**src/rtl/core/scale_quantizer_31_step_core_assert.svh**
```systemverilog
// ----------------------------------------------------------------------------
// scale_quantizer_31_step_core assertion macros
// shared assertion forms, clocked on i_clk and disabled while i_rst_n is low
// ----------------------------------------------------------------------------
`ifndef SCALE_QUANTIZER_31_STEP_CORE_ASSERT_SVH
`define SCALE_QUANTIZER_31_STEP_CORE_ASSERT_SVH

// condition holds in the same cycle
`define SQ31_ASSERT_COMB(name, cond, prop, msg) \
    name: assert property (@(posedge i_clk) disable iff (!i_rst_n) (cond) |-> (prop)) \
        else $error(msg);

// condition holds in the following cycle
`define SQ31_ASSERT_NEXT(name, cond, prop, msg) \
    name: assert property (@(posedge i_clk) disable iff (!i_rst_n) (cond) |=> (prop)) \
        else $error(msg);

`endif

```
**src/rtl/core/sq31_pkg.sv**
```systemverilog
// ----------------------------------------------------------------------------
// sq31_pkg
// shared types and constants of the 31-step pitch quantizer
// ----------------------------------------------------------------------------
`default_nettype none

package sq31_pkg;

    localparam int STEPS      = 31;
    localparam int FRAC_BITS  = 16;
    localparam int IN_W       = 21;
    localparam int CH_W       = 4;
    localparam int PITCH_W    = 10;
    localparam int NOTE_W     = 7;
    localparam int CNT_W      = $clog2(STEPS + 1);
    localparam int POS_W      = $clog2(STEPS);
    localparam int PULSE_W    = 16;
    localparam int RMODE_W    = 2;
    localparam int CFG_IDX_W  = 2;
    localparam int CFG_DATA_W = 31;

    localparam logic [STEPS-1:0]   MASK_RESET  = 31'h1084_2421;
    localparam logic [PULSE_W-1:0] PULSE_RESET = 16'd48;

    typedef enum logic [RMODE_W-1:0] {
        RND_DOWN    = 2'd0,
        RND_NEAREST = 2'd1,
        RND_UP      = 2'd2
    } t_round_mode;

    typedef enum logic [CFG_IDX_W-1:0] {
        REG_NOTE_MASK   = 2'd0,
        REG_ROUND_MODE  = 2'd1,
        REG_EQUAL_SHARE = 2'd2,
        REG_PULSE_LEN   = 2'd3
    } t_cfg_reg;

    // derived view of the note mask
    typedef struct packed {
        logic [STEPS-1:0]            mask;
        logic [CNT_W-1:0]            count;
        logic [POS_W-1:0]            first;
        logic [POS_W-1:0]            last;
        logic [STEPS-1:0][CNT_W-1:0] rank;
    } t_mask_info;

    typedef struct packed {
        logic                      en;
        logic [CH_W-1:0]           ch;
        logic signed [PITCH_W-1:0] pitch;
    } t_trig_req;

endpackage

`default_nettype wire

```
**src/rtl/core/sq31_mask_info.sv**
```systemverilog
// ----------------------------------------------------------------------------
// sq31_mask_info
// registers step count, first and last enabled step and per-step rank
// ----------------------------------------------------------------------------
`default_nettype none

module sq31_mask_info
    import sq31_pkg::*;
(
    input  wire logic             i_clk,
    input  wire logic [STEPS-1:0] i_mask,
    output t_mask_info            o_info
);

    logic [STEPS-1:0] eff_mask;
    t_mask_info       n_info;
    t_mask_info       r_info;

    always_comb begin
        // empty mask means root only
        eff_mask     = (i_mask == '0) ? STEPS'(1) : i_mask;
        n_info       = '0;
        n_info.mask  = eff_mask;
        n_info.count = CNT_W'($countones(eff_mask));
        for (int i = STEPS - 1; i >= 0; i--) begin
            if (eff_mask[i]) begin
                n_info.first = POS_W'(i);
            end
        end
        for (int i = 0; i < STEPS; i++) begin
            if (eff_mask[i]) begin
                n_info.last = POS_W'(i);
            end
        end
        // number of enabled steps below step i
        for (int i = 0; i < STEPS; i++) begin
            n_info.rank[i] = CNT_W'($countones(eff_mask & ((STEPS'(1) << i) - STEPS'(1))));
        end
    end

    always_ff @(posedge i_clk) begin
        r_info <= n_info;
    end

    assign o_info = r_info;

endmodule

`default_nettype wire

```
**src/rtl/core/sq31_trigger.sv**
```systemverilog
// ----------------------------------------------------------------------------
// sq31_trigger
// per-channel last pitch and pulse counter, raises trigger while a pulse from a pitch change lasts
// ----------------------------------------------------------------------------
`default_nettype none

module sq31_trigger
    import sq31_pkg::*;
#(
    parameter int CHANNELS = 16
) (
    input  wire logic               i_clk,
    input  wire logic               i_rst_n,
    input  wire t_trig_req          i_req,
    input  wire logic [PULSE_W-1:0] i_pulse_len,
    output logic                    o_trigger
);

    localparam int CIW = (CHANNELS > 1) ? $clog2(CHANNELS) : 1;

    logic signed [PITCH_W-1:0] r_last_pitch [CHANNELS];
    logic [PULSE_W-1:0]        r_pulse_left [CHANNELS];

    logic               ch_ok;
    logic [CIW-1:0]     ch_idx;
    logic               changed;
    logic [PULSE_W-1:0] left_now;
    logic [PULSE_W-1:0] left_set;
    logic [PULSE_W-1:0] n_left;

    always_comb begin
        ch_ok    = ({1'b0, i_req.ch} < (CH_W + 1)'(CHANNELS));
        ch_idx   = i_req.ch[CIW-1:0];
        changed  = (i_req.pitch != r_last_pitch[ch_idx]);
        left_now = r_pulse_left[ch_idx];
        // a change stretches the pulse to at least pulse_len
        left_set = (changed && (left_now < i_pulse_len)) ? i_pulse_len : left_now;
        n_left   = (left_set != '0) ? (left_set - PULSE_W'(1)) : '0;
    end

    assign o_trigger = ch_ok && (left_set != '0);

    always_ff @(posedge i_clk) begin
        if (!i_rst_n) begin
            for (int k = 0; k < CHANNELS; k++) begin
                r_last_pitch[k] <= '0;
                r_pulse_left[k] <= '0;
            end
        end else if (i_req.en && ch_ok) begin
            r_last_pitch[ch_idx] <= i_req.pitch;
            r_pulse_left[ch_idx] <= n_left;
        end
    end

endmodule

`default_nettype wire

```
**src/rtl/core/scale_quantizer_31_step_core.sv**
```systemverilog
// ----------------------------------------------------------------------------
// scale_quantizer_31_step_core
// pitch quantizer to a 31-step octave with per-channel change trigger
// throughput: one request per cycle while the result side is ready, through an 8-register pipeline
// reset: synchronous active low; config returns to defaults, channel state
// clears, and requests wait for r_run, which sets on the first clock after reset
// ----------------------------------------------------------------------------
`default_nettype none
`include "scale_quantizer_31_step_core_assert.svh"

module scale_quantizer_31_step_core
    import sq31_pkg::*;
#(
    parameter int CHANNELS = 16
) (
    input  wire logic                  i_clk,
    input  wire logic                  i_rst_n,
    // request stream
    input  wire logic                  i_s_tvalid,
    output logic                       o_s_tready,
    input  wire logic [47:0]           i_s_tdata,   // cv_in[20:0], root_cv[41:21], zero pad
    input  wire logic [CH_W-1:0]       i_s_tuser,   // channel
    // result stream
    output logic                       o_m_tvalid,
    input  wire logic                  i_m_tready,
    output logic [15:0]                o_m_tdata,   // pitch_steps[9:0], trigger[10], zero pad
    output logic [CH_W-1:0]            o_m_tuser,   // out_channel
    // configuration writes
    input  wire logic                  i_cfg_wr_en,
    input  wire logic [CFG_IDX_W-1:0]  i_cfg_index,
    input  wire logic [CFG_DATA_W-1:0] i_cfg_data
);

    localparam int NSTG        = 8;
    localparam int RECIP_SHIFT = 15;
    localparam int RECIP       = ((1 << RECIP_SHIFT) + STEPS - 1) / STEPS;
    localparam int OCT_BIAS    = (1 << (IN_W - 1 - FRAC_BITS)) + 1;
    localparam int Y_BIAS      = OCT_BIAS * STEPS;
    localparam int SPAN        = STEPS << FRAC_BITS;
    localparam logic [CH_W:0] CH_LIMIT = (CH_W + 1)'(CHANNELS);

    // floor(v / STEPS) for v below 1024
    function automatic logic [5:0] div_steps(input logic [9:0] v);
        logic [20:0] prod;
        prod = {11'b0, v} * 21'(RECIP);
        return prod[20:15];
    endfunction

    // configuration
    logic [STEPS-1:0]   r_note_mask;
    logic [RMODE_W-1:0] r_round_mode;
    logic               r_equal_share;
    logic [PULSE_W-1:0] r_pulse_len;
    logic               r_run;

    t_mask_info mi;

    // pipeline control
    logic [NSTG-1:0] r_vld;
    logic [NSTG:0]   w_rdy;

    // stage payloads
    logic [CH_W-1:0]          r_s0_ch;
    logic signed [IN_W-1:0]   r_s0_cv;
    logic [IN_W-1:0]          r_s0_root;

    logic [CH_W-1:0]          r_s1_ch;
    logic [9:0]               r_s1_y;
    logic [FRAC_BITS-1:0]     r_s1_frac;
    logic [4:0]               r_s1_r;

    logic [CH_W-1:0]          r_s2_ch;
    logic [5:0]               r_s2_q;
    logic [POS_W-1:0]         r_s2_n;
    logic [FRAC_BITS-1:0]     r_s2_frac;
    logic [4:0]               r_s2_r;

    logic [CH_W-1:0]          r_s3_ch;
    logic [5:0]               r_s3_q;
    logic [4:0]               r_s3_r;
    logic signed [NOTE_W-1:0] r_s3_note;
    logic [25:0]              r_s3_nf;

    logic [CH_W-1:0]          r_s4_ch;
    logic [5:0]               r_s4_q;
    logic [4:0]               r_s4_r;
    logic signed [NOTE_W-1:0] r_s4_note;
    logic [9:0]               r_s4_v;

    logic [CH_W-1:0]          r_s5_ch;
    logic [5:0]               r_s5_q;
    logic [4:0]               r_s5_r;
    logic signed [NOTE_W-1:0] r_s5_note;
    logic [5:0]               r_s5_idx;

    logic [CH_W-1:0]           r_s6_ch;
    logic signed [PITCH_W-1:0] r_s6_pitch;

    logic [CH_W-1:0]           r_out_ch;
    logic signed [PITCH_W-1:0] r_out_pitch;
    logic                      r_out_trig;

    // stage 0 -> 1
    logic [20:0]        root_mul;
    logic [20:0]        root_sum;
    logic [4:0]         root_step;
    logic signed [26:0] cv_x;
    logic signed [26:0] cv31;
    logic signed [26:0] x_val;
    logic signed [11:0] y_wide;

    // stage 1 -> 2
    logic [5:0]  q_val;
    logic [10:0] q31_a;
    logic [10:0] n_diff;

    // stage 2 -> 3
    logic                     lo_found;
    logic                     up_found;
    logic [POS_W-1:0]         lo_pos;
    logic [POS_W-1:0]         up_pos;
    logic signed [NOTE_W-1:0] lo_step;
    logic signed [NOTE_W-1:0] up_step;
    logic signed [7:0]        lo8;
    logic signed [7:0]        up8;
    logic signed [7:0]        t_sum;
    logic signed [7:0]        thr2;
    logic signed [24:0]       f2_cmp;
    logic signed [24:0]       thr_cmp;
    logic signed [NOTE_W-1:0] note_norm;
    logic [25:0]              nf_val;

    // stage 3 -> 4
    logic [26:0] sum_up;
    logic [26:0] sum_nr;
    logic [9:0]  v_val;

    // stage 4 -> 5
    logic [5:0] idx_raw;
    logic [5:0] idx_val;

    // stage 5 -> 6
    logic signed [NOTE_W-1:0]  note_eq;
    logic signed [NOTE_W-1:0]  note_sel;
    logic [10:0]               q31_b;
    logic signed [11:0]        pitch_wide;
    logic signed [PITCH_W-1:0] pitch_sat;

    // stage 6 -> out
    t_trig_req trig_req;
    logic      trig_val;

    // ------------------------------------------------------------------------
    // configuration registers
    // ------------------------------------------------------------------------
    always_ff @(posedge i_clk) begin
        if (!i_rst_n) begin
            r_note_mask   <= MASK_RESET;
            r_round_mode  <= RND_NEAREST;
            r_equal_share <= 1'b0;
            r_pulse_len   <= PULSE_RESET;
            r_run         <= 1'b0;
        end else begin
            r_run <= 1'b1;
            if (i_cfg_wr_en) begin
                unique case (i_cfg_index)
                    REG_NOTE_MASK:   r_note_mask   <= i_cfg_data[STEPS-1:0];
                    REG_ROUND_MODE:  r_round_mode  <= i_cfg_data[RMODE_W-1:0];
                    REG_EQUAL_SHARE: r_equal_share <= i_cfg_data[0];
                    REG_PULSE_LEN:   r_pulse_len   <= i_cfg_data[PULSE_W-1:0];
                endcase
            end
        end
    end

    sq31_mask_info u_mask_info (
        .i_clk  (i_clk),
        .i_mask (r_note_mask),
        .o_info (mi)
    );

    // ------------------------------------------------------------------------
    // pipeline handshake: a stage moves when it is empty or the next one moves
    // ------------------------------------------------------------------------
    always_comb begin
        w_rdy[NSTG] = i_m_tready;
        for (int k = NSTG - 1; k >= 0; k--) begin
            w_rdy[k] = !r_vld[k] || w_rdy[k+1];
        end
    end

    assign o_s_tready = r_run && w_rdy[0];

    always_ff @(posedge i_clk) begin
        if (!i_rst_n) begin
            r_vld <= '0;
        end else begin
            if (w_rdy[0]) begin
                r_vld[0] <= i_s_tvalid && r_run;
            end
            for (int k = 1; k < NSTG; k++) begin
                if (w_rdy[k]) begin
                    r_vld[k] <= r_vld[k-1];
                end
            end
        end
    end

    // ------------------------------------------------------------------------
    // datapath
    // ------------------------------------------------------------------------
    always_comb begin
        // root snapped to nearest step of its fraction of a volt
        root_mul  = {r_s0_root[FRAC_BITS-1:0], 5'b0} - {5'b0, r_s0_root[FRAC_BITS-1:0]};
        root_sum  = root_mul + 21'(1 << (FRAC_BITS - 1));
        root_step = root_sum[20:16];
        cv_x      = {{6{r_s0_cv[IN_W-1]}}, r_s0_cv};
        cv31      = (cv_x <<< 5) - cv_x;
        x_val     = cv31 - $signed({6'b0, root_step, 16'b0});
        // biased integer part, always non-negative
        y_wide    = $signed({x_val[26], x_val[26:16]}) + 12'(Y_BIAS);
    end

    always_comb begin
        q_val  = div_steps(r_s1_y);
        q31_a  = {q_val, 5'b0} - {5'b0, q_val};
        n_diff = {1'b0, r_s1_y} - q31_a;
    end

    always_comb begin
        lo_found = 1'b0;
        up_found = 1'b0;
        lo_pos   = '0;
        up_pos   = '0;
        for (int i = 0; i < STEPS; i++) begin
            if (mi.mask[i] && (POS_W'(i) <= r_s2_n)) begin
                lo_found = 1'b1;
                lo_pos   = POS_W'(i);
            end
        end
        for (int i = STEPS - 1; i >= 0; i--) begin
            if (mi.mask[i] && (POS_W'(i) > r_s2_n)) begin
                up_found = 1'b1;
                up_pos   = POS_W'(i);
            end
        end
        // neighbours wrap to the adjacent octave
        lo_step = lo_found ? $signed({2'b00, lo_pos})
                           : $signed({2'b00, mi.last}) - 7'sd31;
        up_step = up_found ? $signed({2'b00, up_pos})
                           : $signed({2'b00, mi.first}) + 7'sd31;
        lo8   = {lo_step[NOTE_W-1], lo_step};
        up8   = {up_step[NOTE_W-1], up_step};
        t_sum = lo8 + up8;
        case (r_round_mode)
            RND_DOWN: thr2 = (up8 <<< 1) - 8'sd1;
            RND_UP:   thr2 = (lo8 <<< 1) + 8'sd1;
            default:  thr2 = t_sum[0] ? t_sum : (t_sum + 8'sd1);
        endcase
        f2_cmp    = $signed({3'b0, r_s2_n, r_s2_frac, 1'b0});
        thr_cmp   = $signed({thr2[7], thr2, 16'b0});
        note_norm = (f2_cmp > thr_cmp) ? up_step : lo_step;
        nf_val    = 26'(mi.count) * 26'({r_s2_n, r_s2_frac});
    end

    always_comb begin
        sum_up = {1'b0, r_s3_nf} + 27'(SPAN - 1);
        sum_nr = {r_s3_nf, 1'b0} + 27'(SPAN);
        case (r_round_mode)
            RND_DOWN: v_val = r_s3_nf[25:16];
            RND_UP:   v_val = sum_up[25:16];
            default:  v_val = sum_nr[26:17];
        endcase
    end

    always_comb begin
        idx_raw = div_steps(r_s4_v);
        idx_val = (idx_raw > {1'b0, mi.count}) ? {1'b0, mi.count} : idx_raw;
    end

    always_comb begin
        note_eq = '0;
        if (r_s5_idx == {1'b0, mi.count}) begin
            note_eq = $signed({2'b00, mi.first}) + 7'sd31;
        end else begin
            for (int i = 0; i < STEPS; i++) begin
                if (mi.mask[i] && ({1'b0, mi.rank[i]} == r_s5_idx)) begin
                    note_eq = NOTE_W'(i);
                end
            end
        end
        note_sel   = r_equal_share ? note_eq : r_s5_note;
        q31_b      = {r_s5_q, 5'b0} - {5'b0, r_s5_q};
        pitch_wide = $signed({1'b0, q31_b}) - 12'(Y_BIAS)
                     + {{5{note_sel[NOTE_W-1]}}, note_sel}
                     + $signed({7'b0, r_s5_r});
        if (pitch_wide > 12'sd511) begin
            pitch_sat = 10'sd511;
        end else if (pitch_wide < -12'sd512) begin
            pitch_sat = -10'sd512;
        end else begin
            pitch_sat = pitch_wide[PITCH_W-1:0];
        end
    end

    always_ff @(posedge i_clk) begin
        if (w_rdy[0]) begin
            r_s0_ch   <= i_s_tuser;
            r_s0_cv   <= i_s_tdata[20:0];
            r_s0_root <= i_s_tdata[41:21];
        end
        if (w_rdy[1]) begin
            r_s1_ch   <= r_s0_ch;
            r_s1_y    <= y_wide[9:0];
            r_s1_frac <= x_val[FRAC_BITS-1:0];
            r_s1_r    <= root_step;
        end
        if (w_rdy[2]) begin
            r_s2_ch   <= r_s1_ch;
            r_s2_q    <= q_val;
            r_s2_n    <= n_diff[POS_W-1:0];
            r_s2_frac <= r_s1_frac;
            r_s2_r    <= r_s1_r;
        end
        if (w_rdy[3]) begin
            r_s3_ch   <= r_s2_ch;
            r_s3_q    <= r_s2_q;
            r_s3_r    <= r_s2_r;
            r_s3_note <= note_norm;
            r_s3_nf   <= nf_val;
        end
        if (w_rdy[4]) begin
            r_s4_ch   <= r_s3_ch;
            r_s4_q    <= r_s3_q;
            r_s4_r    <= r_s3_r;
            r_s4_note <= r_s3_note;
            r_s4_v    <= v_val;
        end
        if (w_rdy[5]) begin
            r_s5_ch   <= r_s4_ch;
            r_s5_q    <= r_s4_q;
            r_s5_r    <= r_s4_r;
            r_s5_note <= r_s4_note;
            r_s5_idx  <= idx_val;
        end
        if (w_rdy[6]) begin
            r_s6_ch    <= r_s5_ch;
            r_s6_pitch <= pitch_sat;
        end
        if (w_rdy[7]) begin
            r_out_ch    <= r_s6_ch;
            r_out_pitch <= r_s6_pitch;
            r_out_trig  <= trig_val;
        end
    end

    // channel state advances as the request enters the output register
    always_comb begin
        trig_req.en    = r_vld[6] && w_rdy[7];
        trig_req.ch    = r_s6_ch;
        trig_req.pitch = r_s6_pitch;
    end

    sq31_trigger #(
        .CHANNELS (CHANNELS)
    ) u_trigger (
        .i_clk       (i_clk),
        .i_rst_n     (i_rst_n),
        .i_req       (trig_req),
        .i_pulse_len (r_pulse_len),
        .o_trigger   (trig_val)
    );

    assign o_m_tvalid = r_vld[NSTG-1];
    assign o_m_tdata  = {5'b0, r_out_trig, r_out_pitch};
    assign o_m_tuser  = r_out_ch;

    // ------------------------------------------------------------------------
    // assertions
    // ------------------------------------------------------------------------
    `SQ31_ASSERT_COMB(a_bubble_ready, r_run && !(&r_vld), o_s_tready,
        "pipeline has a free stage but refuses a request")
    `SQ31_ASSERT_NEXT(a_accept_lands, i_s_tvalid && o_s_tready, r_vld[0],
        "accepted request did not reach the input stage")
    `SQ31_ASSERT_COMB(a_neighbour_order, r_vld[2],
        (lo_step <= $signed({2'b00, r_s2_n})) && (up_step > $signed({2'b00, r_s2_n})),
        "lower and upper steps do not bracket the fraction")
    `SQ31_ASSERT_COMB(a_no_trig_bad_ch, r_vld[NSTG-1] && ({1'b0, r_out_ch} >= CH_LIMIT),
        !r_out_trig, "trigger raised for a channel without state")

endmodule

`default_nettype wire

```
**config.mk**
```make
export PLATFORM = sky130hd
export DESIGN_NAME = scale_quantizer_31_step_core
export DESIGN_NICKNAME = d
export VERILOG_FILES = /design/src/rtl/core/sq31_pkg.sv /design/src/rtl/core/sq31_mask_info.sv /design/src/rtl/core/sq31_trigger.sv /design/src/rtl/core/scale_quantizer_31_step_core.sv
export VERILOG_INCLUDE_DIRS = /design/src /design/src/rtl/core
export SDC_FILE = /design/constraint.sdc
export NUM_CORES = 2
export LEC_CHECK = 0
export ABC_AREA = 1
export BUFFER_PORTS_ARGS = -buffer_cell sky130_fd_sc_hd__clkbuf_2
export CORE_MARGIN = 4
export CORE_UTILIZATION = 61
export DETAILED_ROUTE_END_ITERATION = 7
export GPL_TIMING_DRIVEN = 1
export PLACE_DENSITY = 0.78
export SLEW_MARGIN = 10
export SYNTH_ARGS = -nofsm -noshare
export SYNTH_HDL_FRONTEND = slang
export SYNTH_SLANG_ARGS = --single-unit
```
**constraint.sdc**
```tcl
create_clock -name i_clk -period 9.6 [get_ports i_clk]
set_input_delay 0.96 -clock i_clk [delete_from_list [all_inputs] [get_ports i_clk]]
set_output_delay 0.96 -clock i_clk [all_outputs]
set_load 0.05 [all_outputs]
```
==> flow_summary.rst <==
.. list-table::
   :header-rows: 1

   * - Metric
     - Value
   * - Run status
     - completed
   * - Shortest clock period the worst path allows after layout
     - 7.60 ns
   * - Port Buf Inserts
     - 95
   * - Power share of the clock group
     - 20.2%
   * - Routability Congestion
     - 0.966
   * - Setup total negative slack
     - 0 ns
   * - Leading cell types by count after synthesis
     - nor2_1 (771), edfxtp_1 (665), nand2_1 (643), inv_1 (617), o21ai_0 (350)
   * - Diode count
     - 0
   * - Most common cell in the synthesized netlist
     - nor2_1
   * - Arrival time at the worst endpoint
     - 8.17 ns
   * - Overall Global Routing Usage
     - 29.7%
   * - Vias per Instance
     - 5.91
   * - Post-Synthesis Cell Area
     - 49600 µm²
   * - Power per standard cell area
     - 335 nW/µm²
   * - Design Power
     - 18.0 mW
   * - Wirelength per Cell
     - 20.6 µm
   * - Die area
     - 86000 µm²
   * - Total number of H-tree levels
     - 3
   * - Final count of negative-setup-slack endpoints
     - 0
   * - Placeable core area
     - 80500 µm²
   * - Number of top-level design ports
     - 112
   * - Share of total power in sequential cells
     - 32.3%
   * - Post-synth EDFFs
     - 665
   * - Latest clock arrival within the worst-skew pair
     - 0.66 ns
   * - Max-slew violations
     - 0
   * - Class of the tightest hold or removal check
     - reg2reg
   * - Internal power consumption
     - 10.6 mW
   * - Initial DRT Pass Iterations
     - 6
   * - Worst voltage drop across the vdd grid
     - 0.256 mV
   * - Power spent charging and discharging nets
     - 7.41 mW
   * - Instance count of the mapped netlist
     - 5085
   * - Final net count
     - 5657
   * - Max Root-Sink Buffers
     - 3
   * - Synth Flop Type
     - edfxtp_1
   * - Clock-pin slew of the registers on the worst-case setup and hold paths
     - 0.06 ns
   * - Static leakage power
     - 23.8 nW
   * - Crit path launch type
     - register
   * - Total CTS buffers
     - 94
   * - Power share of the combinational group
     - 47.5%
   * - RSZ-0062 raised after global routing
     - false
   * - FFs w/ async S/R, synth
     - 0%
   * - Clk root buf
     - clkbuf_16
   * - Overall overflow remaining after global route
     - 0
   * - Share of the cycle needed by the critical path after routing
     - 79.1%
   * - Largest fanout on the critical path
     - 9
   * - Site row count
     - 104
   * - Post-cts gate resize count
     - 0
   * - Post-synthesis cell type count
     - 63
   * - Fmax
     - 132 MHz
   * - Total length of routed wires
     - 128000 µm
   * - Fin. Hold Viols
     - 0
   * - DRC violation total after the first TritonRoute iteration
     - 3943
   * - Post-detailed-route DRC marker count
     - 0
   * - # Post-CTS Setup Buffers
     - 0
   * - Number of antenna violations at the first check in global routing
     - 3
   * - Starting Density
     - 61.6%
   * - Cell Count, Final, Fillers Out
     - 6238
   * - Area delta synth->final
     - 8.55%
   * - Die height
     - 293 µm
   * - Rel. slew slack
     - 18.8%
   * - Transition at the pin with the smallest max-transition slack
     - 1.22 ns
   * - Maximum number of pins on one net before global-route repair
     - 130
   * - Required time of the worst setup path
     - 10.18 ns
   * - Total cell area at the placement stage
     - 50800 µm²
   * - Part of the Yosys area used for sequential elements
     - 50.0%
   * - Post-route cell area
     - 53900 µm²
   * - Vias
     - 36800
   * - Half-perimeter wire length after detailed placement
     - 84700 µm
   * - Vias in the first global route
     - 36500
   * - Number of hold-repair buffers added at the cts stage
     - 0
   * - Flip-flop and latch count after synthesis
     - 908
   * - Fraction of power spent switching nets
     - 41.1%
   * - Die X
     - 293 µm
   * - Class of the most critical setup path
     - reg2reg
   * - Most area-consuming cells after synthesis
     - edfxtp_1 (40%), dfxtp_1 (9.8%), ha_1 (8.4%), nor2_1 (5.8%), fa_1 (5.5%)
   * - Post-Synthesis Mean Instance Area
     - 9.76 µm²
   * - Endpoint class of the critical path
     - register
   * - Count of clock tree sinks
     - 908
   * - Final setup skew
     - 0.0278 ns
   * - Clock tree from TritonCTS
     - done
   * - First-pass GRT wire length
     - 201000 µm
   * - Number of cells after detailed placement
     - 6061
   * - Ratio of cells with drive above 1 in the final layout
     - 7.67%
   * - Synth Warn #
     - 0
   * - Max-capacitance violation count
     - 0
   * - Slack of the worst reg-to-reg path
     - 2.00 ns
   * - Proportion of netlist area held by the largest area contributor
     - 40.2%
   * - Cell type contributing the most total cell area after synthesis
     - edfxtp_1
   * - Number of nets still failing antenna checks after routing
     - 0
[path summary, 6_finish.rpt]
path                   start                      end  cells after the start
max          r_note_mask[16]  u_mask_info.o_info[154]                     27
min           r_note_mask[7]  u_mask_info.o_info[177]                      0
max reg2reg  r_note_mask[16]  u_mask_info.o_info[154]                     27
min reg2reg   r_note_mask[7]  u_mask_info.o_info[177]                      0
[worst max-delay path, cell delays in order, from the launching register on]
cell,delay (ns)
dfxtp_1,0.39
nor2_1,0.21
nand2_1,0.11
nor2_1,0.26
nand2_1,0.13
nor2_1,0.15
nor2_1,0.07
ha_1,0.34
inv_1,0.07
fa_1,0.54
inv_1,0.13
ha_1,0.24
fa_1,0.80
inv_1,0.23
fa_1,0.52
inv_1,0.04
ha_1,0.22
fa_1,0.38
or2_2,0.30
nand2_1,0.27
inv_1,0.26
ha_1,0.48
ha_1,0.45
ha_1,0.42
nand2_1,0.09
nand2_1,0.05
a31oi_1,0.18
xor2_1,0.16
[state kept, by name, indices dropped and copies added, names as in the netlist, 7 cells and up, named ones only]
name and cells:
u_mask_info.o_info 180, r_note_mask 31, r_s0_cv 21, r_s0_root 16, r_vld 8, r_s3_nf 26
r_s6_pitch 10, r_s5_note 7, r_out_pitch 10, r_s4_v 10, r_s3_note 7, r_s1_y 10
r_pulse_len 16, r_s1_frac 16, u_trigger.r_last_pitch 160, r_s4_note 7, r_s2_frac 16, u_trigger.r_pulse_left 256
[final cells by class]
class,count,area [µm²]
Inverter,631,2380
Fill cell,6022,26700
Tap cell,1060,1330
Clock inverter,48,444
Timing Repair Buffer,160,963
Sequential cell,908,24800
Clock buffer,129,2660
Multi-Input combinational cell,3302,21300
[power by group through the flow]
stage / clock, mW / combinational, mW / sequential [mW]
floorplan: 0 / 6.58 / 5.69
CTS: 3.67 / 8.55 / 5.81
global route: 3.84 / 9.83 / 5.88
global placement: 0 / 8.06 / 5.86
detailed placement: 0 / 8.43 / 5.88
finish: 3.64 / 8.57 / 5.82
[metrics by stage]
stage	worst slack [ns]	utilization, %	hold slack (ns)
5_1_grt	1.58	66.9	0.400
2_1_floorplan	2.15	-	0.400
4_1_cts	2.07	66.9	0.379
3_3_place_gp	2.23	63.0	0.366
6_report	2.00	66.9	0.386
3_5_place_dp	2.11	63.0	0.373
[layer usage]
metal	up-vias	track usage, %	share of wire, %
met1	17500	38.8	38
met4	4	13.9	5.1
met3	399	5.00	9.2
met5	-	0	0.016
li1	17100	-	-
met2	1772	49.0	47
[kinds of logic after synthesis]
kind of cell               synth area share, %
AOI/OAI and AO/OA                         10.7
xor gates and xnor gates                  3.71
and+or+nand+nor                           14.3
other                                  0.00756
buffers and inverters                     7.17
DFF                                       50.0
muxes                                    0.161
adders and majority gates                 13.9
[layout by cell type, fill, tap and decap left out, types with 96 or more instances in the layout]
cell type	n
a21oi_1	210
fa_1	137
o21ai_0	350
nor2_1	771
nand3_1	143
xor2_1	136
clkbuf_2	96
inv_1	616
nand2_1	643
edfxtp_1	665
ha_1	333
dfxtp_1	240
Note: power is estimated with default switching activity, not from simulation.
